$ cat config.mk
export PLATFORM = sky130hd
export DESIGN_NAME = gauge_stepper_pulse_sequencer
export DESIGN_NICKNAME = d
export VERILOG_FILES = /design/src/rtl/gsps_pkg.sv /design/src/rtl/gsps_fifo.sv /design/src/rtl/gsps_front.sv /design/src/rtl/gsps_back.sv /design/src/rtl/gauge_stepper_pulse_sequencer.sv
export SDC_FILE = /design/constraint.sdc
export NUM_CORES = 1
export LEC_CHECK = 0
export BUFFER_PORTS_ARGS = -buffer_cell sky130_fd_sc_hd__buf_2
export CELL_PAD_IN_SITES_DETAIL_PLACEMENT = 1
export CELL_PAD_IN_SITES_GLOBAL_PLACEMENT = 2
export CORE_MARGIN = 1
export CORE_UTILIZATION = 44
export DETAILED_ROUTE_END_ITERATION = 7
export PLACE_DENSITY = 0.93
export SYNTH_ARGS = -nofsm -noshare
export SYNTH_HDL_FRONTEND = slang
export SYNTH_HIERARCHICAL = 1
export SYNTH_SLANG_ARGS = --single-unit
$ cat constraint.sdc
create_clock -name clock -period 8.4 [get_ports clock]
set_input_delay 0 -clock clock [delete_from_list [all_inputs] [get_ports clock]]
set_output_delay 0 -clock clock [all_outputs]
set_load 0.005 [all_outputs]
$ cat src/rtl/gsps_pkg.sv
// Shared types, register codes and reset values of the stepper pulse sequencer.
// Depends on nothing; used by scoped names in every module of the block but gsps_fifo.
package gsps_pkg;

   // Register widths.
   localparam int MAX_STEPS_W = 15;
   localparam int HALF_W      = 16;
   localparam int BACK_OFF_W  = 8;
   localparam int CSR_DATA_W  = 16;
   localparam int CSR_INDEX_W = 2;

   // Register indexes on the configuration port.
   localparam logic [CSR_INDEX_W-1:0] CSR_MAX_STEPS   = 2'd0;
   localparam logic [CSR_INDEX_W-1:0] CSR_HALF_FAST   = 2'd1;
   localparam logic [CSR_INDEX_W-1:0] CSR_HALF_SLOW   = 2'd2;
   localparam logic [CSR_INDEX_W-1:0] CSR_BACK_OFF    = 2'd3;

   // Register reset values.
   localparam logic [MAX_STEPS_W-1:0] MAX_STEPS_RST = 15'd3840;
   localparam logic [HALF_W-1:0]      HALF_FAST_RST = 16'd500;
   localparam logic [HALF_W-1:0]      HALF_SLOW_RST = 16'd5000;
   localparam logic [BACK_OFF_W-1:0]  BACK_OFF_RST  = 8'd24;

   // Default queue depths (powers of two).
   localparam int CMD_DEPTH_DEF = 2;
   localparam int RSP_DEPTH_DEF = 4;

   // Input command codes.
   localparam logic [1:0] CMD_TICK = 2'd0;
   localparam logic [1:0] CMD_SET  = 2'd1;
   localparam logic [1:0] CMD_ZERO = 2'd2;

   // Classified operation handed from the front end to the back end.
   typedef enum logic [1:0] {
      OP_TICK = 2'd0,
      OP_SET  = 2'd1,
      OP_ZERO = 2'd2,
      OP_NOP  = 2'd3
   } op_kind_type;

   typedef struct packed {
      op_kind_type            kind;
      logic [MAX_STEPS_W-1:0] target;
   } op_type;

   // Result item as queued towards the result port.
   typedef struct packed {
      logic                   step_level;
      logic                   dir_level;
      logic                   busy_res;
      logic                   zeroing;
      logic [MAX_STEPS_W-1:0] position;
   } rsp_type;

   // Configuration as seen by the front and back ends.
   typedef struct packed {
      logic [MAX_STEPS_W-1:0] max_steps;
      logic [HALF_W-1:0]      half_fast;
      logic [HALF_W-1:0]      half_slow;
      logic [BACK_OFF_W-1:0]  back_off;
   } cfg_type;

   // Zeroing sequence phases.
   typedef enum logic [3:0] {
      ZP_NONE = 4'b0001,
      ZP_FWD  = 4'b0010,
      ZP_BACK = 4'b0100,
      ZP_OFF  = 4'b1000
   } zero_phase_type;

endpackage

$ cat src/rtl/gsps_fifo.sv
// Small first-in first-out queue of registers for the stepper pulse sequencer.
// Depends on nothing; DEPTH must be a power of two, at least two.
module gsps_fifo #(
   parameter int DEPTH = 2,
   parameter int WIDTH = 8
) (
   input  logic             clock,
   input  logic             reset,
   input  logic             push,
   input  logic [WIDTH-1:0] wdata,
   output logic             full,
   input  logic             pop,
   output logic [WIDTH-1:0] rdata,
   output logic             empty
);

   localparam int AW = $clog2(DEPTH);
   localparam logic [AW:0] FULL_COUNT = (AW + 1)'(DEPTH);

   logic [WIDTH-1:0] slot_ff [DEPTH];
   logic [AW-1:0]    wr_ptr_ff, wr_ptr_in;
   logic [AW-1:0]    rd_ptr_ff, rd_ptr_in;
   logic [AW:0]      count_ff, count_in;
   logic             do_push, do_pop;

   assign full    = (count_ff == FULL_COUNT);
   assign empty   = (count_ff == '0);
   assign do_push = push && !full;
   assign do_pop  = pop && !empty;
   assign rdata   = slot_ff[rd_ptr_ff];

   // Pointer and fill count update; pointers wrap on their own.
   always_comb begin
      wr_ptr_in = do_push ? wr_ptr_ff + 1'b1 : wr_ptr_ff;
      rd_ptr_in = do_pop ? rd_ptr_ff + 1'b1 : rd_ptr_ff;
      count_in  = count_ff;
      if (do_push && !do_pop) begin
         count_in = count_ff + 1'b1;
      end else if (do_pop && !do_push) begin
         count_in = count_ff - 1'b1;
      end
   end

   always_ff @(posedge clock) begin
      if (reset) begin
         wr_ptr_ff <= '0;
         rd_ptr_ff <= '0;
         count_ff  <= '0;
      end else begin
         wr_ptr_ff <= wr_ptr_in;
         rd_ptr_ff <= rd_ptr_in;
         count_ff  <= count_in;
      end
   end

   // Storage needs no reset.
   always_ff @(posedge clock) begin
      if (do_push) begin
         slot_ff[wr_ptr_ff] <= wdata;
      end
   end

endmodule

$ cat src/rtl/gsps_front.sv
// Front end of the stepper pulse sequencer: decodes commands and clamps targets.
// Depends on gsps_pkg.
module gsps_front (
   input  logic [1:0]                      cmd,
   input  logic signed [15:0]              target,
   input  logic [gsps_pkg::MAX_STEPS_W-1:0] max_steps,
   output gsps_pkg::op_type                op
);

   logic [gsps_pkg::MAX_STEPS_W-1:0] top;
   logic [gsps_pkg::MAX_STEPS_W-1:0] mag;

   // Highest legal position; a full scale of zero pins everything to zero.
   assign top = (max_steps != '0) ? max_steps - 1'b1 : '0;
   assign mag = target[gsps_pkg::MAX_STEPS_W-1:0];

   always_comb begin
      op.target = '0;
      unique case (cmd)
         gsps_pkg::CMD_TICK: op.kind = gsps_pkg::OP_TICK;
         gsps_pkg::CMD_SET:  op.kind = gsps_pkg::OP_SET;
         gsps_pkg::CMD_ZERO: op.kind = gsps_pkg::OP_ZERO;
         default:            op.kind = gsps_pkg::OP_NOP;
      endcase
      // Negative requests go to zero, large ones to the top of scale.
      if (target[15]) begin
         op.target = '0;
      end else if (mag > top) begin
         op.target = top;
      end else begin
         op.target = mag;
      end
   end

endmodule

$ cat src/rtl/gsps_back.sv
// Back end of the stepper pulse sequencer: pulse timing, moves and zeroing.
// Depends on gsps_pkg; executes one classified operation per cycle while op_valid is high.
module gsps_back (
   input  logic              clock,
   input  logic              reset,
   input  gsps_pkg::cfg_type cfg,
   input  logic              op_valid,
   input  gsps_pkg::op_type  op,
   output gsps_pkg::rsp_type rsp
);

   localparam int MW = gsps_pkg::MAX_STEPS_W;
   localparam int HW = gsps_pkg::HALF_W;

   logic [MW-1:0]            pend_ff, pend_in;
   logic [MW-1:0]            comm_ff, comm_in;
   logic [HW-1:0]            steps_ff, steps_in;
   logic [HW-1:0]            phase_ff, phase_in;
   logic                     level_ff, level_in;
   logic                     dir_ff, dir_in;
   logic                     slow_ff, slow_in;
   logic                     zreq_ff, zreq_in;
   gsps_pkg::zero_phase_type zp_ff, zp_in;

   // One item: command, then tick advance, then scheduling of the next train.
   always_comb begin
      logic          go_on;
      logic          launch;
      logic [HW-1:0] l_count;
      logic          l_dir;
      logic          l_slow;
      logic [HW-1:0] half;
      logic [HW-1:0] phase_inc;

      pend_in   = pend_ff;
      comm_in   = comm_ff;
      steps_in  = steps_ff;
      phase_in  = phase_ff;
      level_in  = level_ff;
      dir_in    = dir_ff;
      slow_in   = slow_ff;
      zreq_in   = zreq_ff;
      zp_in     = zp_ff;
      go_on     = 1'b0;
      launch    = 1'b0;
      l_count   = '0;
      l_dir     = 1'b0;
      l_slow    = 1'b0;
      half      = slow_ff ? cfg.half_slow : cfg.half_fast;
      phase_inc = phase_ff + 1'b1;

      if (op_valid) begin
         // Command first.
         if (op.kind == gsps_pkg::OP_SET) begin
            pend_in = op.target;
         end else if (op.kind == gsps_pkg::OP_ZERO) begin
            zreq_in = 1'b1;
         end

         // A tick moves a running pulse train on by one.
         if (op.kind == gsps_pkg::OP_TICK && steps_ff != '0) begin
            if (phase_inc >= half) begin
               phase_in = '0;
               if (level_ff) begin
                  level_in = 1'b0;
                  steps_in = steps_ff - 1'b1;
               end else begin
                  level_in = 1'b1;
               end
            end else begin
               phase_in = phase_inc;
            end
         end

         // With no train running, start the next zero phase, a zero sequence or a move.
         if (op.kind != gsps_pkg::OP_NOP && steps_in == '0) begin
            unique case (zp_ff)
               gsps_pkg::ZP_FWD: begin
                  zp_in   = gsps_pkg::ZP_BACK;
                  launch  = 1'b1;
                  l_count = HW'(cfg.max_steps);
                  l_dir   = 1'b1;
               end
               gsps_pkg::ZP_BACK: begin
                  if (cfg.back_off != '0) begin
                     zp_in   = gsps_pkg::ZP_OFF;
                     launch  = 1'b1;
                     l_count = HW'(cfg.back_off);
                     l_dir   = 1'b1;
                     l_slow  = 1'b1;
                  end else begin
                     zp_in = gsps_pkg::ZP_NONE;
                     go_on = 1'b1;
                  end
               end
               gsps_pkg::ZP_OFF: begin
                  zp_in   = gsps_pkg::ZP_NONE;
                  slow_in = 1'b0;
                  go_on   = 1'b1;
               end
               gsps_pkg::ZP_NONE: begin
                  go_on = 1'b1;
               end
               default: begin
                  zp_in = gsps_pkg::ZP_NONE;
                  go_on = 1'b1;
               end
            endcase

            // A waiting zero request comes before a pending move.
            if (go_on) begin
               if (zreq_ff || zreq_in) begin
                  zreq_in = 1'b0;
                  pend_in = '0;
                  comm_in = '0;
                  zp_in   = gsps_pkg::ZP_FWD;
                  launch  = 1'b1;
                  l_count = HW'(cfg.max_steps);
               end else if (pend_in != comm_ff) begin
                  launch  = 1'b1;
                  comm_in = pend_in;
                  if (pend_in > comm_ff) begin
                     l_count = HW'(pend_in - comm_ff);
                  end else begin
                     l_count = HW'(comm_ff - pend_in);
                     l_dir   = 1'b1;
                  end
               end
            end
         end

         // A launch raises the step pin at once unless there is nothing to do.
         if (launch) begin
            steps_in = l_count;
            dir_in   = l_dir;
            slow_in  = l_slow;
            phase_in = '0;
            level_in = (l_count != '0);
         end
      end
   end

   always_ff @(posedge clock) begin
      if (reset) begin
         pend_ff  <= '0;
         comm_ff  <= '0;
         steps_ff <= '0;
         phase_ff <= '0;
         level_ff <= 1'b0;
         dir_ff   <= 1'b0;
         slow_ff  <= 1'b0;
         zreq_ff  <= 1'b0;
         zp_ff    <= gsps_pkg::ZP_NONE;
      end else begin
         pend_ff  <= pend_in;
         comm_ff  <= comm_in;
         steps_ff <= steps_in;
         phase_ff <= phase_in;
         level_ff <= level_in;
         dir_ff   <= dir_in;
         slow_ff  <= slow_in;
         zreq_ff  <= zreq_in;
         zp_ff    <= zp_in;
      end
   end

   // Result reflects the state after this item.
   always_comb begin
      rsp.step_level = level_in;
      rsp.dir_level  = dir_in;
      rsp.zeroing    = (zp_in != gsps_pkg::ZP_NONE);
      rsp.busy_res   = (steps_in != '0) || (zp_in != gsps_pkg::ZP_NONE);
      rsp.position   = comm_in;
   end

endmodule

$ cat src/rtl/gauge_stepper_pulse_sequencer.sv
// Gauge stepper pulse sequencer: one result item for every accepted command.
// A command passes through the command queue and the back end into the result queue.
// Throughput: one command per cycle while the result queue has room.
// Reset (synchronous, active high) empties both queues, clears the motion state and
// loads the register defaults. Depends on gsps_pkg, gsps_front, gsps_fifo, gsps_back.
module gauge_stepper_pulse_sequencer #(
   parameter int CMD_DEPTH = gsps_pkg::CMD_DEPTH_DEF,
   parameter int RSP_DEPTH = gsps_pkg::RSP_DEPTH_DEF
) (
   input  logic                                 clock,
   input  logic                                 reset,
   // Command side.
   input  logic                                 req_push,
   output logic                                 req_full,
   input  logic [1:0]                           req_cmd,
   input  logic signed [15:0]                   req_target,
   // Result side.
   output logic                                 rsp_empty,
   input  logic                                 rsp_pop,
   output logic                                 rsp_step_level,
   output logic                                 rsp_dir_level,
   output logic                                 rsp_busy_res,
   output logic                                 rsp_zeroing,
   output logic [gsps_pkg::MAX_STEPS_W-1:0]     rsp_position,
   // Register writes.
   input  logic                                 csr_wr_en,
   input  logic [gsps_pkg::CSR_INDEX_W-1:0]     csr_index,
   input  logic [gsps_pkg::CSR_DATA_W-1:0]      csr_wdata
);

   localparam int OP_W  = $bits(gsps_pkg::op_type);
   localparam int RSP_W = $bits(gsps_pkg::rsp_type);

   gsps_pkg::cfg_type cfg_ff, cfg_in;
   gsps_pkg::op_type  front_op, back_op;
   gsps_pkg::rsp_type back_rsp, head_rsp;
   logic              op_empty;
   logic              rsp_full;
   logic              step_go;

   // Configuration registers.
   always_comb begin
      cfg_in = cfg_ff;
      if (csr_wr_en) begin
         unique case (csr_index)
            gsps_pkg::CSR_MAX_STEPS:
               cfg_in.max_steps = csr_wdata[gsps_pkg::MAX_STEPS_W-1:0];
            gsps_pkg::CSR_HALF_FAST:
               cfg_in.half_fast = csr_wdata;
            gsps_pkg::CSR_HALF_SLOW:
               cfg_in.half_slow = csr_wdata;
            gsps_pkg::CSR_BACK_OFF:
               cfg_in.back_off  = csr_wdata[gsps_pkg::BACK_OFF_W-1:0];
            default: ;
         endcase
      end
   end

   always_ff @(posedge clock) begin
      if (reset) begin
         cfg_ff.max_steps <= gsps_pkg::MAX_STEPS_RST;
         cfg_ff.half_fast <= gsps_pkg::HALF_FAST_RST;
         cfg_ff.half_slow <= gsps_pkg::HALF_SLOW_RST;
         cfg_ff.back_off  <= gsps_pkg::BACK_OFF_RST;
      end else begin
         cfg_ff <= cfg_in;
      end
   end

   // Decode and clamp on entry.
   gsps_front u_front (
      .cmd       (req_cmd),
      .target    (req_target),
      .max_steps (cfg_ff.max_steps),
      .op        (front_op)
   );

   // Queue of decoded commands between front and back end.
   gsps_fifo #(
      .DEPTH (CMD_DEPTH),
      .WIDTH (OP_W)
   ) u_op_queue (
      .clock (clock),
      .reset (reset),
      .push  (req_push),
      .wdata (front_op),
      .full  (req_full),
      .pop   (step_go),
      .rdata (back_op),
      .empty (op_empty)
   );

   // The back end steps whenever a command waits and there is room for its result.
   assign step_go = !op_empty && !rsp_full;

   gsps_back u_back (
      .clock    (clock),
      .reset    (reset),
      .cfg      (cfg_ff),
      .op_valid (step_go),
      .op       (back_op),
      .rsp      (back_rsp)
   );

   // Results wait here for the consumer.
   gsps_fifo #(
      .DEPTH (RSP_DEPTH),
      .WIDTH (RSP_W)
   ) u_rsp_queue (
      .clock (clock),
      .reset (reset),
      .push  (step_go),
      .wdata (back_rsp),
      .full  (rsp_full),
      .pop   (rsp_pop),
      .rdata (head_rsp),
      .empty (rsp_empty)
   );

   assign rsp_step_level = head_rsp.step_level;
   assign rsp_dir_level  = head_rsp.dir_level;
   assign rsp_busy_res   = head_rsp.busy_res;
   assign rsp_zeroing    = head_rsp.zeroing;
   assign rsp_position   = head_rsp.position;

endmodule

# Word level (Yosys, flattened, before mapping)
# Memory sizes are Yosys's and may differ from the RTL's. A register that Yosys moved wholly into a read port is not among the register bits.
# Index checks and enable logic that the tools add are counted.
[classes]
n_mux = 84
eq_ne = 16
reduce_logical = 43
magnitude_cmp = 3
addsub = 13
[ops]
columns = ["cell", "n"]
rows = [
  ["16-bit two-way mux", 16],
  ["15-bit two-way mux", 13],
  ["16-bit nonzero test", 3],
  ["1-bit two-way mux", 38],
  ["16-bit case mux with 2 select lines", 1],
  ["15-bit by 15-bit subtractor with 16-bit output", 2],
  ["15-bit > comparator", 2],
  ["4-bit two-way mux", 5],
  ["16-bit by 1-bit adder with 16-bit output, second input constant", 1],
  ["16-bit >= comparator", 1],
  ["16-bit logical NOT", 1],
  ["16-bit by 1-bit subtractor with 16-bit output, second input constant", 1],
  ["15-bit != test", 1],
  ["15-bit nonzero test", 1],
  ["15-bit by 1-bit subtractor with 15-bit output, second input constant", 1],
  ["4-bit case mux with 3 select lines", 1],
  ["1-bit logical AND", 11],
  ["2-bit equality test, second input constant", 5],
  ["2-bit AND reduction", 5],
  ["2-bit nonzero test", 5],
  ["1-bit logical NOT", 8],
  ["2-bit logical NOT", 4],
  ["2-bit two-way mux", 4],
  ["8-bit two-way mux", 1],
  ["20 further kinds", 28],
]
[totals]
inputBits = 41
mem_bits_rw = 110
regBits = 136
n_memories = 2
output_inout_bits = 21
[mem_list]
columns = ["memory", "words", "word_bits", "read_ports", "rd_clocked_by_memory_dff", "wr", "line_no", "text"]
rows = [
  ["u_rsp_queue.slot_ff", 4, 19, 1, 1, 1, "gsps_fifo.sv:20", "logic [WIDTH-1:0] slot_ff [DEPTH];"],
  ["u_op_queue.slot_ff", 2, 17, 1, 1, 1, "gsps_fifo.sv:20", ""],
]

# Logic depth before layout (Yosys ltp)
# Gate-level depths: netlist of the first run.
[depth]
ltp_word = 16
depth_mapped = 24
mapped_depth_nobuf = 19

# By module
# Netlist of the first run, hierarchy kept.
[modules_own_cells]
columns = ["module", "cells_each", "area_each_um2", "n_inst"]
rows = [
  ["gsps_back", 845, 6423.7, 1],
  ["gsps_fifo (u_rsp_queue)", 147, 3221.8, 1],
  ["gauge_stepper_pulse_sequencer", 213, 2240.9, 1],
  ["gsps_fifo (u_op_queue)", 78, 1442.6, 1],
  ["gsps_front", 148, 1087.3, 1],
]

# Worst setup path after synthesis of the first run
# No wires, ideal clock.
[synth_path]
kind = "reg2reg"
start = "register with a tool-made name"
end = "memory u_rsp_queue/slot_ff[0][16] (netlist bit), data pin"
path_stages_with_launch = 23
arrival_time_ns = 5.311
period_less_slack_ns = 5.597
path_slack_ns = 2.803
path_cell_list = "dfxtp_1 > buf_4 > buf_2 > mux2_2 > inv_1 > nor2_1 > clkbuf_1 > mux2_2 > ha_1 > clkbuf_1 > nand2_1 > or3_1 > a21oi_1 > or2_2 > clkbuf_1 > clkbuf_1 > mux2i_1 > xnor2_1 > a22oi_1 > o21bai_1 > nor4_1 > nand4b_1 > or4b_1"
[synth_rtl]
columns = ["element", "line_no"]
rows = [
  ["to (decl)", "gsps_fifo.sv:20"],
]

==> results_dict.tcl, run 1 <==
set metrics [dict create \
    reg2reg_depth 17 \
    use_met2_pct 41.7 \
    gp_congestion 0.900 \
    crit_type "reg -> reg" \
    grt-busiest-layer "met2" \
    cts_made_buffers 27 \
    min_period_ns 6.27 \
    via_per_inst 5.87 \
    ys_seq_elements 249 \
    met1_usage_pct 34.7 \
    fin_skew_ns 0.0109 \
    peakVddDrop_mv 0.189 \
    p_total_w 0.00650 \
    drv_cap 0 \
    vias 11400 \
    wl_mm 42.1 \
    synth_top_flop_cell "dfxtp_1" \
    detail-route-antenna-nets 0 \
    die_area_um2 33500 \
    cts_tree "built" \
    use_met3_pct 3.06 \
    yosys_warnings 6 \
    drc 0 \
    clock_path_buffers 3 \
    rows 65 \
    crit_slowest_cell "a221oi_1" \
    cp-start-kind "flop" \
    grt_usage_pct 25.2 \
    maxSlewHeadroom_pct 25.6 \
    p_leak_nw 6.32 \
    antenna_found_initial 1 \
    cts_root_buffer "clkbuf_16" \
    die_h_um 183 \
    cts_setup_buffers 0 \
    setup_viol 0 \
    hold_path.class "in -> reg" \
    hold-path-cell-count 4 \
    critical_path.cell_chain "and3_1 -> and3_1 -> and3_1 -> and3_1 -> nand3_1 -> xnor2_1 -> ha_1 -> and4_1 -> a221oi_1 -> a211oi_1 -> o32ai_1 -> nand4b_1 -> or2_2 -> mux2i_1 -> nor4_1 -> nand4b_1 -> or4b_1" \
    syn_to_final_growth_pct 12.6 \
    dieWidth_um 183 \
    synth-edff-count 110 \
    power_density_nw_per_um2 401 \
    whs_ns 0.0745 \
    synthesis.instances 1431 \
    seq_area_um2 6090 \
    worstMarginPinSlew_ns 1.12 \
    wl_per_cell_um 21.6 \
    clk_latency_ns 0.53 \
    h-tree-depth 1 \
    finalNetCount 1605 \
    synth.distinct_cells 89 \
    worst_ep_arrival_time_ns 6.51 \
    rsz0062_at_grt "false" \
    grt_max_degree 77 \
    hpwlAfterDp_mm 30.0 \
    first_pass_iters 6 \
    antenna_cells 0 \
    status "finished clean" \
    ioPinCount 62 \
    yosysSeqAreaShare_pct 42.2 \
    start_util_pct 45.2 \
    crit_path_max_incr_delay_ns 0.94 \
    syn_avg_cell_area_um2 10.1 \
    async_reset_ff_share_pct 0 \
    synth_area_um2 14400 \
    cp_max_fo 9 \
    fillers 3551 \
    clkTransAtPathRegs_ns 0.06 \
    grt.overflow.total 0 \
    ff2ff_setup_slack_ns 2.13 \
    drive_above_1_share_pct 13.8 \
    grt_pass1_wl_mm 66.0 \
    cp_common_cell "and3_1" \
    multi_input_area_um2 7720 \
    finalSetupTns_ns 0 \
    portBuffers 61 \
    cts_num_sinks 249 \
    core_um2 31900 \
    hold_violations 0 \
    critPathRequiredTime_ns 8.65 \
    drt-initial-drc-count 818 \
    grt_pass1_vias 11700 \
    end_kind "flop" \
    drv_slew 0 \
    fin_crit_sh_pct 74.6 \
    syn-num-nets 1545 \
    max_freq_mhz 160 \
]
-- cell usage after synthesis, types with 14 or more instances --
cell type  instances  area share (%)
nand2_1           62             1.6
mux2_2            42             3.3
nand3_1           43             1.5
inv_1             51             1.3
clkbuf_1          55             1.4
a22o_1            16            0.97
mux4_2            19             3.0
nor3_1            23            0.80
xnor2_1           16            0.97
xor2_1            26             1.6
nor2_1           126             3.3
mux2i_1           83             5.8
nand2b_1          66             2.9
buf_2             15            0.52
o21a_1            15            0.78
or3_1             15            0.65
a21o_1            19            0.99
and3_1            17            0.74
o21ai_0           60             2.1
nand3b_1          14            0.73
dfxtp_1          139              19
nor4_1            15            0.65
edfxtp_1         110              23
a21oi_1           69             2.4
ha_1              70             6.1
a22oi_1           20             1.0
nor2b_1           33             1.4
-- report_power, final --
part	switching (W)	internal, W	leakage, nW
Clock	0.000493	0.000686	0.414
Combinational	0.00233	0.00134	3.75
Sequential	0.000134	0.00152	2.16
Total	0.00296	0.00355	6.32
-- critical path, delay by kind of cell, from the launching register on --
family	cells	cell delay [ns]
simple gates	11	3.41
compound gates	3	1.44
xor+xnor	1	0.21
fa+ha+maj	1	0.28
flops	1	0.42
mux	1	0.21
-- final cells by class --
class	count	share of cell area, %
clock buffers	33	4.30
clock inverters	16	1.06
inverters	52	1.20
multi-input cells	1046	47.6
flip-flops and latches	249	37.5
well taps	435	3.35
repair buffers	115	5.00
-- flip-flops by register name, summed over array words and instances, names as in the netlist, named ones only --
| signal | count |
|---|---|
| cfg_ff | 55 |
| u_back/comm_ff | 15 |
| u_back/dir_ff | 1 |
| u_back/level_ff | 1 |
| u_back/pend_ff | 15 |
| u_back/phase_ff | 16 |
| u_back/slow_ff | 1 |
| u_back/steps_ff | 16 |
| u_back/zp_ff | 4 |
| u_back/zreq_ff | 1 |
| u_op_queue/count_ff | 2 |
| u_op_queue/rd_ptr_ff | 1 |
| u_op_queue/slot_ff | 34 |
| u_op_queue/wr_ptr_ff | 1 |
| u_rsp_queue/count_ff | 3 |
| u_rsp_queue/rd_ptr_ff | 2 |
| u_rsp_queue/slot_ff | 76 |
| u_rsp_queue/wr_ptr_ff | 2 |
-- final timing paths --
check	from	endpoint
worst max-delay path	u_back/phase_ff[2]$_SDFFE_PP0P_	u_rsp_queue/slot_ff[1][16]$_DFFE_PP_
worst min-delay path	req_target[0]	u_op_queue/slot_ff[1][0]$_DFFE_PP_
worst max register to register	u_back/phase_ff[2]$_SDFFE_PP0P_	u_rsp_queue/slot_ff[1][16]$_DFFE_PP_
worst min register to register	cfg_ff[8]$_SDFFE_PP0P_	cfg_ff[8]$_SDFFE_PP0P_
-- logic make-up (layout without fill, tap and decap cells) --
logic type                 after synthesis  after routing  share of synthesized area [%]
muxes                                  145            145                           12.1
adders and majority gates               73             73                           6.49
DFF                                    249            249                           42.2
AOI/OAI and AO/OA                      292            292                           13.7
buffers and inverters                  136            216                           4.25
xor gates and xnor gates                42             42                           2.55
and+or+nand+nor                        494            494                           18.7
-- stage by stage --
step	worst slack [ns]	utilization (%)	instance area, um^2	cells
after floorplan	2.80	-	14400	1431
after global placement	2.36	47.0	15000	1858
after detailed placement	2.29	47.0	15000	1858
after CTS	2.27	50.9	16200	1946
after global routing	1.76	50.9	16200	1946
final	2.13	50.9	16200	1946
-- cells in the final DEF (no fill, tap or decap), types with 19 or more instances in the layout --
cell,netlist,layout
nor2_1,126,126
mux2_2,42,42
inv_1,51,51
nand2_1,62,62
mux4_2,19,19
a21oi_1,69,69
dfxtp_1,139,139
nor3_1,23,23
dlygate4sd3_1,0,39
ha_1,70,70
nor2b_1,33,33
nand2b_1,66,66
nand3_1,43,43
a21o_1,19,19
mux2i_1,83,83
clkbuf_16,0,27
o21ai_0,60,60
edfxtp_1,110,110
buf_2,15,60
a22oi_1,20,20
xor2_1,26,26
-- repair_timing --
action | 4_1_cts | 5_1_grt
resized for setup | 0 | 0
endpoints found under the hold margin | 121 | 0
hold buffers | 39 | 0
-- metal layers --
layer / vias to the layer above / wire length [um]
met1: 5711 / 19500
li1: 5372 / -
met4: 0 / 934
met3: 60 / 1890
met2: 282 / 19700
met5: - / 0
Power figures use the tool's default switching activity.
==> inputs of run 2 (changes only) <==
--- a/config.mk
+++ b/config.mk
@@ -9,9 +9,9 @@
 export CELL_PAD_IN_SITES_DETAIL_PLACEMENT = 1
 export CELL_PAD_IN_SITES_GLOBAL_PLACEMENT = 2
 export CORE_MARGIN = 1
-export CORE_UTILIZATION = 44
+export CORE_UTILIZATION = 37
 export DETAILED_ROUTE_END_ITERATION = 7
-export PLACE_DENSITY = 0.93
+export PLACE_DENSITY = 0.85
 export SYNTH_ARGS = -nofsm -noshare
 export SYNTH_HDL_FRONTEND = slang
 export SYNTH_HIERARCHICAL = 1
==> constraint.sdc (replaced) <==
create_clock -name clock -period 5.2 [get_ports clock]
set_input_delay 0 -clock clock [delete_from_list [all_inputs] [get_ports clock]]
set_output_delay 0 -clock clock [all_outputs]
set_load 0.005 [all_outputs]
==> run 2 against run 1 <==
Clock power is 79% higher; power is 87% higher; largest power group unchanged; worst hold slack better by 0.0018 ns; clock skew is 0.017 ns higher; via count is 2.7% higher; fmax is 25% higher.
==> results_dict.tcl, run 2 (synthesis results as in run 1) <==
set metrics [dict create \
    max_freq_mhz 200 \
    grt_pass1_wl_mm 68.9 \
    cp_common_cell "buf_4" \
    most-common-layout-cells "dfxtp_1, nor2_1, buf_4" \
    critPathRequiredTime_ns 5.48 \
    dieWidth_um 199 \
    clk_latency_ns 0.57 \
    grt_usage_pct 22.4 \
    cts_tree "built" \
    p_leak_nw 6.96 \
    hpwlAfterDp_mm 32.6 \
    instances_no_fill 2133 \
    start_util_pct 37.9 \
    core_um2 38000 \
    gp_congestion 0.941 \
    maxSlewHeadroom_pct 32.2 \
    end_kind "flop" \
    clkTransAtPathRegs_ns 0.06 \
    grt.overflow.total 0 \
    wl_met2_mm 21.0 \
    wl_mm 44.1 \
    drv_slew 0 \
    crit_end "u_rsp_queue/slot_ff[0][16]$_DFFE_PP_" \
    crit_slowest_cell "or4b_4" \
    drv_cap 0 \
    h-tree-depth 1 \
    grt_pass1_vias 12300 \
    antenna_found_initial 1 \
    peakVddDrop_mv 0.408 \
    dp.cells 2035 \
    cp-start-kind "flop" \
    cp_top_family "simple AND/OR/NAND/NOR gates" \
    fin_util_pct 46.0 \
    critical_path_buf_inv_count 3 \
    detail-route-antenna-nets 0 \
    status "finished clean" \
    fin_crit_sh_pct 96.2 \
    ioPinCount 62 \
    die_h_um 199 \
    setup_viol 0 \
    fin_skew_ns 0.0274 \
    cts_root_buffer "clkbuf_16" \
    hold_path.class "in -> reg" \
    largest-register "u_rsp_queue/slot_ff" \
    worst_ep_arrival_time_ns 5.28 \
    syn_to_final_growth_pct 21.2 \
    hold-path-cell-count 4 \
    power_density_nw_per_um2 697 \
    die_area_um2 39800 \
    clock_path_buffers 3 \
    path_depth 18 \
    top_regs "u_rsp_queue/slot_ff x76, cfg_ff x55, u_op_queue/slot_ff x34" \
    vias 11700 \
    drc 0 \
    grt_max_degree 72 \
    r2r_end "u_rsp_queue/slot_ff[0][16]$_DFFE_PP_" \
    layout_commonest_cell "dfxtp_1" \
    finalSetupTns_ns 0 \
    via_per_inst 5.50 \
    worstMarginPinSlew_ns 1.02 \
    largest_register_ff_count 76 \
    crit_type "reg -> reg" \
    finalNetCount 1713 \
    crit_path_max_incr_delay_ns 0.58 \
    wl_per_cell_um 20.7 \
    drive_above_1_share_pct 22.3 \
    ff2ff_setup_slack_ns 0.20 \
    drt-initial-drc-count 676 \
    wl_met1_mm 20.7 \
    portBuffers 61 \
    hold_violations 0 \
    first_pass_iters 4 \
    reg2reg_depth 18 \
    min_period_ns 5.00 \
    dr.max_layer_used "met4" \
    cts_made_buffers 28 \
    critical_path.cell_chain "mux2_4 -> nor2_4 -> buf_8 -> mux2_2 -> ha_1 -> and3_2 -> a221oi_4 -> buf_4 -> a21oi_1 -> or2_4 -> buf_4 -> a32oi_1 -> xnor2_1 -> o21ai_1 -> a211oi_4 -> or2_2 -> nand4_1 -> or4b_4" \
    rows 71 \
    dr_wl_met3_mm 1.34 \
    cp_max_fo 13 \
    cts_num_sinks 249 \
]
[run 2: changes by cell type in the layout (fill, tap and decap cells not counted), sizes merged]
| cell | previous run | this run |
|---|---|---|
| clkbuf | 33 | 30 |
| dlygate4sd3 | 39 | 41 |
| clkinvlp | 3 | 1 |
| buf | 76 | 181 |
| bufinv | 3 | 5 |
| inv | 54 | 52 |
| clkinv | 8 | 16 |
| diode | 0 | 1 |
[run 2: power by group]
group	switching, W	internal, W	leakage, nW
logic	0.00422	0.00319	4.31
clock network	0.000848	0.00126	0.489
registers	0.000216	0.00246	2.16
total	0.00528	0.00691	6.96
[run 2: final cells by class]
type / count / area, um^2
Tap cell: 511 / 639
Multi-Input combinational cell: 1046 / 7920
Inverter: 52 / 195
Sequential cell: 249 / 6090
Timing Repair Buffer: 222 / 1650
Fill cell: 4283 / 20500
Antenna cell: 1 / 2.50
Clock buffer: 30 / 718
Clock inverter: 22 / 270
[run 2: stage by stage]
stage	hold slack, ns	worst slack, ns	cell area [um^2]	power (W)
floorplan	0.0691	0.0253	14400	0.00676
global placement	0.235	-0.219	15800	0.00950
detailed placement	0.237	-0.314	15800	0.00959
CTS	0.0106	0.0182	17300	0.0119
global route	0.0863	-0.0177	17500	0.0129
finish	0.0763	0.196	17500	0.0122
[run 2: worst register-to-register path: stages (launching register included)]
cell and delay (ns):
dfxtp_4 0.37, mux2_4 0.33, nor2_4 0.14, buf_8 0.18, mux2_2 0.37, ha_1 0.34, and3_2 0.29, a221oi_4 0.27
buf_4 0.18, a21oi_1 0.08, or2_4 0.26, buf_4 0.17, a32oi_1 0.26, xnor2_1 0.19, o21ai_1 0.19, a211oi_4 0.27
or2_2 0.16, nand4_1 0.09, or4b_4 0.58
[run 2: routing by layer]
| layer | track usage, % | vias up |
|---|---|---|
| li1 | - | 5608 |
| met1 | 30.3 | 5853 |
| met2 | 37.6 | 211 |
| met3 | 2.43 | 65 |
| met4 | 6.56 | 0 |
| met5 | 0 | - |
[run 2: how the worst min path moves through the flow]
stage | startpoint | endpoint | slack, ns
after detailed placement | req_cmd[1] | u_op_queue/slot_ff[0][16]$_DFFE_PP_ | 0.24
final | req_target[0] | u_op_queue/slot_ff[1][0]$_DFFE_PP_ | 0.08
after CTS | req_target[0] | u_op_queue/slot_ff[1][0]$_DFFE_PP_ | 0.01
after global placement | req_cmd[1] | u_op_queue/slot_ff[0][16]$_DFFE_PP_ | 0.23
after floorplan | reset | u_op_queue/count_ff[1]$_SDFFE_PP0P_ | 0.07
after global routing | req_target[0] | u_op_queue/slot_ff[1][0]$_DFFE_PP_ | 0.09
[run 2: what timing repair did]
item / 4_1_cts / 5_1_grt
endpoints found under the hold margin: 92 / 0
cloned: 0 / 0
pin swaps: 3 / 10
hold buffers: 41 / 0
gates resized for setup: 10 / 41
buffers inserted: 0 / 4
endpoints found under the setup margin: 8 / 23
==> inputs of run 3 (changes only) <==
--- a/config.mk
+++ b/config.mk
@@ -5,13 +5,14 @@
 export SDC_FILE = /design/constraint.sdc
 export NUM_CORES = 1
 export LEC_CHECK = 0
+export ABC_AREA = 1
 export BUFFER_PORTS_ARGS = -buffer_cell sky130_fd_sc_hd__buf_2
 export CELL_PAD_IN_SITES_DETAIL_PLACEMENT = 1
 export CELL_PAD_IN_SITES_GLOBAL_PLACEMENT = 2
 export CORE_MARGIN = 1
-export CORE_UTILIZATION = 37
+export CORE_UTILIZATION = 33
 export DETAILED_ROUTE_END_ITERATION = 7
-export PLACE_DENSITY = 0.85
+export PLACE_DENSITY = 0.84
 export SYNTH_ARGS = -nofsm -noshare
 export SYNTH_HDL_FRONTEND = slang
 export SYNTH_HIERARCHICAL = 1
==> run 3 against run 2 <==
Design area rose by 2.9%; register-to-register slack gained 0.23 ns; die area grew 22%; global-route usage fell by 1.2 points; count of clock-buffer cells in the layout grew 3; routed wire length is 15% higher; worst hold slack hardly changed; clock power fell by 4%; largest power group unchanged; via count increased by 21%; combinational power down 4.9%; sequential power rose by 4%; critical endpoint is now u_back/phase_ff[3]$_SDFFE_PP0P_.
==> results_dict.tcl, run 3 <==
set metrics [dict create \
    ys_seq_elements 249 \
    detail-route-antenna-nets 0 \
    synth_area_um2 15700 \
    yosysSeqAreaShare_pct 38.8 \
    crit_path_max_incr_delay_ns 0.39 \
    crit_end "u_back/phase_ff[3]$_SDFFE_PP0P_" \
    worstMarginPinSlew_ns 1.08 \
    cts_made_buffers 28 \
    hold_path.class "in -> reg" \
    top_regs "u_rsp_queue/slot_ff x76, cfg_ff x55, u_op_queue/slot_ff x34" \
    max_freq_mhz 210 \
    ioPinCount 62 \
    grt_pass1_vias 14800 \
    drc 0 \
    dp.cells 2731 \
    critPathRequiredTime_ns 5.65 \
    reg2reg_from "u_back/phase_ff[2]$_SDFFE_PP0P_" \
    synth_area_leaders "edfxtp_1, dfxtp_1, nand2_1, nor2_1, inv_1" \
    finalWorstSetupSlack_ns 0.430 \
    setup_viol 0 \
    hpwlAfterDp_mm 38.0 \
    r2r_end "u_back/phase_ff[3]$_SDFFE_PP0P_" \
    most-common-layout-cells "nand2_1, nor2_1, inv_1" \
    min_period_ns 4.77 \
    cp-start-kind "flop" \
    start_util_pct 33.6 \
    vias 14200 \
    instances_no_fill 2831 \
    antenna_found_initial 0 \
    fin_crit_sh_pct 91.7 \
    hold_violations 0 \
    grt_pass1_wl_mm 80.6 \
    first_pass_iters 7 \
    wl_per_cell_um 18.0 \
    synth_top_area_share_pct 21.0 \
    crit_slowest_cell "dfxtp_1" \
    core_um2 46800 \
    maxSlewHeadroom_pct 28.2 \
    crit_type "reg -> reg" \
    reg2reg_depth 31 \
    dieWidth_um 220 \
    p_total_w 0.0119 \
    grt_usage_pct 21.2 \
    end_kind "flop" \
    design_area_um2 18000 \
    syn_to_final_growth_pct 14.6 \
    fin_skew_ns 0.0154 \
    async_reset_ff_share_pct 0 \
    wl_mm 50.8 \
    cts_root_buffer "clkbuf_16" \
    synthesis.instances 2114 \
    cp_common_cell "nand2_1" \
    drv_slew 0 \
    via_per_inst 5.02 \
    syn_avg_cell_area_um2 7.43 \
    largest-register "u_rsp_queue/slot_ff" \
    clkTransAtPathRegs_ns 0.07 \
    h-tree-depth 1 \
    status "finished clean" \
    largest_register_ff_count 76 \
    gp_congestion 0.875 \
    layout_commonest_cell "nand2_1" \
    die_area_um2 48400 \
    drv_cap 0 \
    dpl-instance-area_um2 16500 \
    cts_tree "built" \
    synth.most_common_cell "nand2_1" \
    grt_max_degree 56 \
    portBuffers 61 \
    power_density_nw_per_um2 660 \
    critical_path_buf_inv_count 5 \
    rows 79 \
    cp_top_family "simple AND/OR/NAND/NOR gates" \
    die_h_um 220 \
    antenna_cells 0 \
    place_ws_ns -0.122 \
    worst_ep_arrival_time_ns 5.22 \
    synth_top_area_cell "edfxtp_1" \
    cts_num_sinks 249 \
    cp_max_fo 31 \
    drive_above_1_share_pct 13.6 \
    peakVddDrop_mv 0.260 \
    synth.distinct_cells 60 \
    grt.overflow.total 0 \
    finalNetCount 2316 \
    yosys_warnings 6 \
    drt-initial-drc-count 781 \
    p_leak_nw 8.34 \
    synth_top_flop_cell "dfxtp_1" \
    synth-edff-count 110 \
    clk_latency_ns 0.57 \
    crit_start "u_back/phase_ff[2]$_SDFFE_PP0P_" \
    synth_common_cells "nand2_1, nor2_1, inv_1" \
    path_depth 31 \
    ff2ff_setup_slack_ns 0.43 \
    syn-num-nets 2228 \
    clock_path_buffers 3 \
]
[run 3: kinds of logic after synthesis]
logic type,count (synthesis),share of synthesized area [%]
AO/OA/AOI/OAI,302,11.4
XOR/XNOR,31,1.73
buffers and inverters,371,10.3
flip-flops,249,38.8
AND/OR/NAND/NOR,1055,29.4
multiplexers,33,2.49
adder cells (fa/ha/maj),73,5.96
[run 3: area by class of cell]
type	count	area, um^2
clock buffers	33	739
clock inverters	19	194
fillers	5801	28800
inverters	286	1080
multi-input cells	1494	8050
flip-flops and latches	249	6090
well taps	607	759
repair buffers	143	1070
[run 3: worst min-delay path, cell delays in order]
cell	delay (ns)
buf_2	0.31
nand3_1	0.18
nand3_1	0.07
[run 3: power breakdown]
part / leakage, nW / total, W / internal (W) / switching [W]
combinational: 5.70 / 0.00705 / 0.00232 / 0.00474
clock: 0.467 / 0.00202 / 0.00117 / 0.000849
sequential: 2.17 / 0.00279 / 0.00256 / 0.000231
[run 3: metal layers]
| metal | share of wire, % | up-vias | GRT usage (%) | routed length (um) |
|---|---|---|---|---|
| li1 | - | 7017 | - | - |
| met1 | 46 | 6904 | 27.9 | 23400 |
| met2 | 48 | 232 | 36.5 | 24200 |
| met3 | 3.9 | 58 | 2.48 | 1960 |
| met4 | 2.5 | 0 | 5.93 | 1280 |
| met5 | 0 | - | 0 | 0 |
[run 3: how the worst min path moves through the flow]
stage                     from                                  end  slack (ns)  cells after the start
floorplan                reset                                 flop        0.07                      1
global placement    req_cmd[0]  u_op_queue/slot_ff[1][15]$_DFFE_PP_        0.21                      1
detailed placement  req_cmd[0]  u_op_queue/slot_ff[0][15]$_DFFE_PP_        0.20                      1
CTS                  csr_wr_en              cfg_ff[45]$_SDFFE_PP0P_        0.05                      3
global route         csr_wr_en              cfg_ff[31]$_SDFFE_PP1P_        0.10                      3
finish               csr_wr_en              cfg_ff[49]$_SDFFE_PP1P_        0.08                      3
[run 3: through the flow]
| stage | hold WS [ns] | utilization (%) | setup TNS (ns) |
|---|---|---|---|
| 5_1_grt | 0.101 | 38.5 | -0.0380 |
| 3_5_place_dp | 0.204 | 35.3 | -0.553 |
| 3_3_place_gp | 0.210 | 35.3 | -0.121 |
| 6_report | 0.0767 | 38.5 | 0 |
| 4_1_cts | 0.0520 | 38.3 | 0 |
| 2_1_floorplan | 0.0691 | - | 0 |
[run 3: timing repair]
item,in CTS,in global routing
setup endpoints to repair,19,125
setup buffers,4,4
resized for setup,0,17
hold buffers,40,0
pin swaps,3,1
hold endpoints to repair,115,0
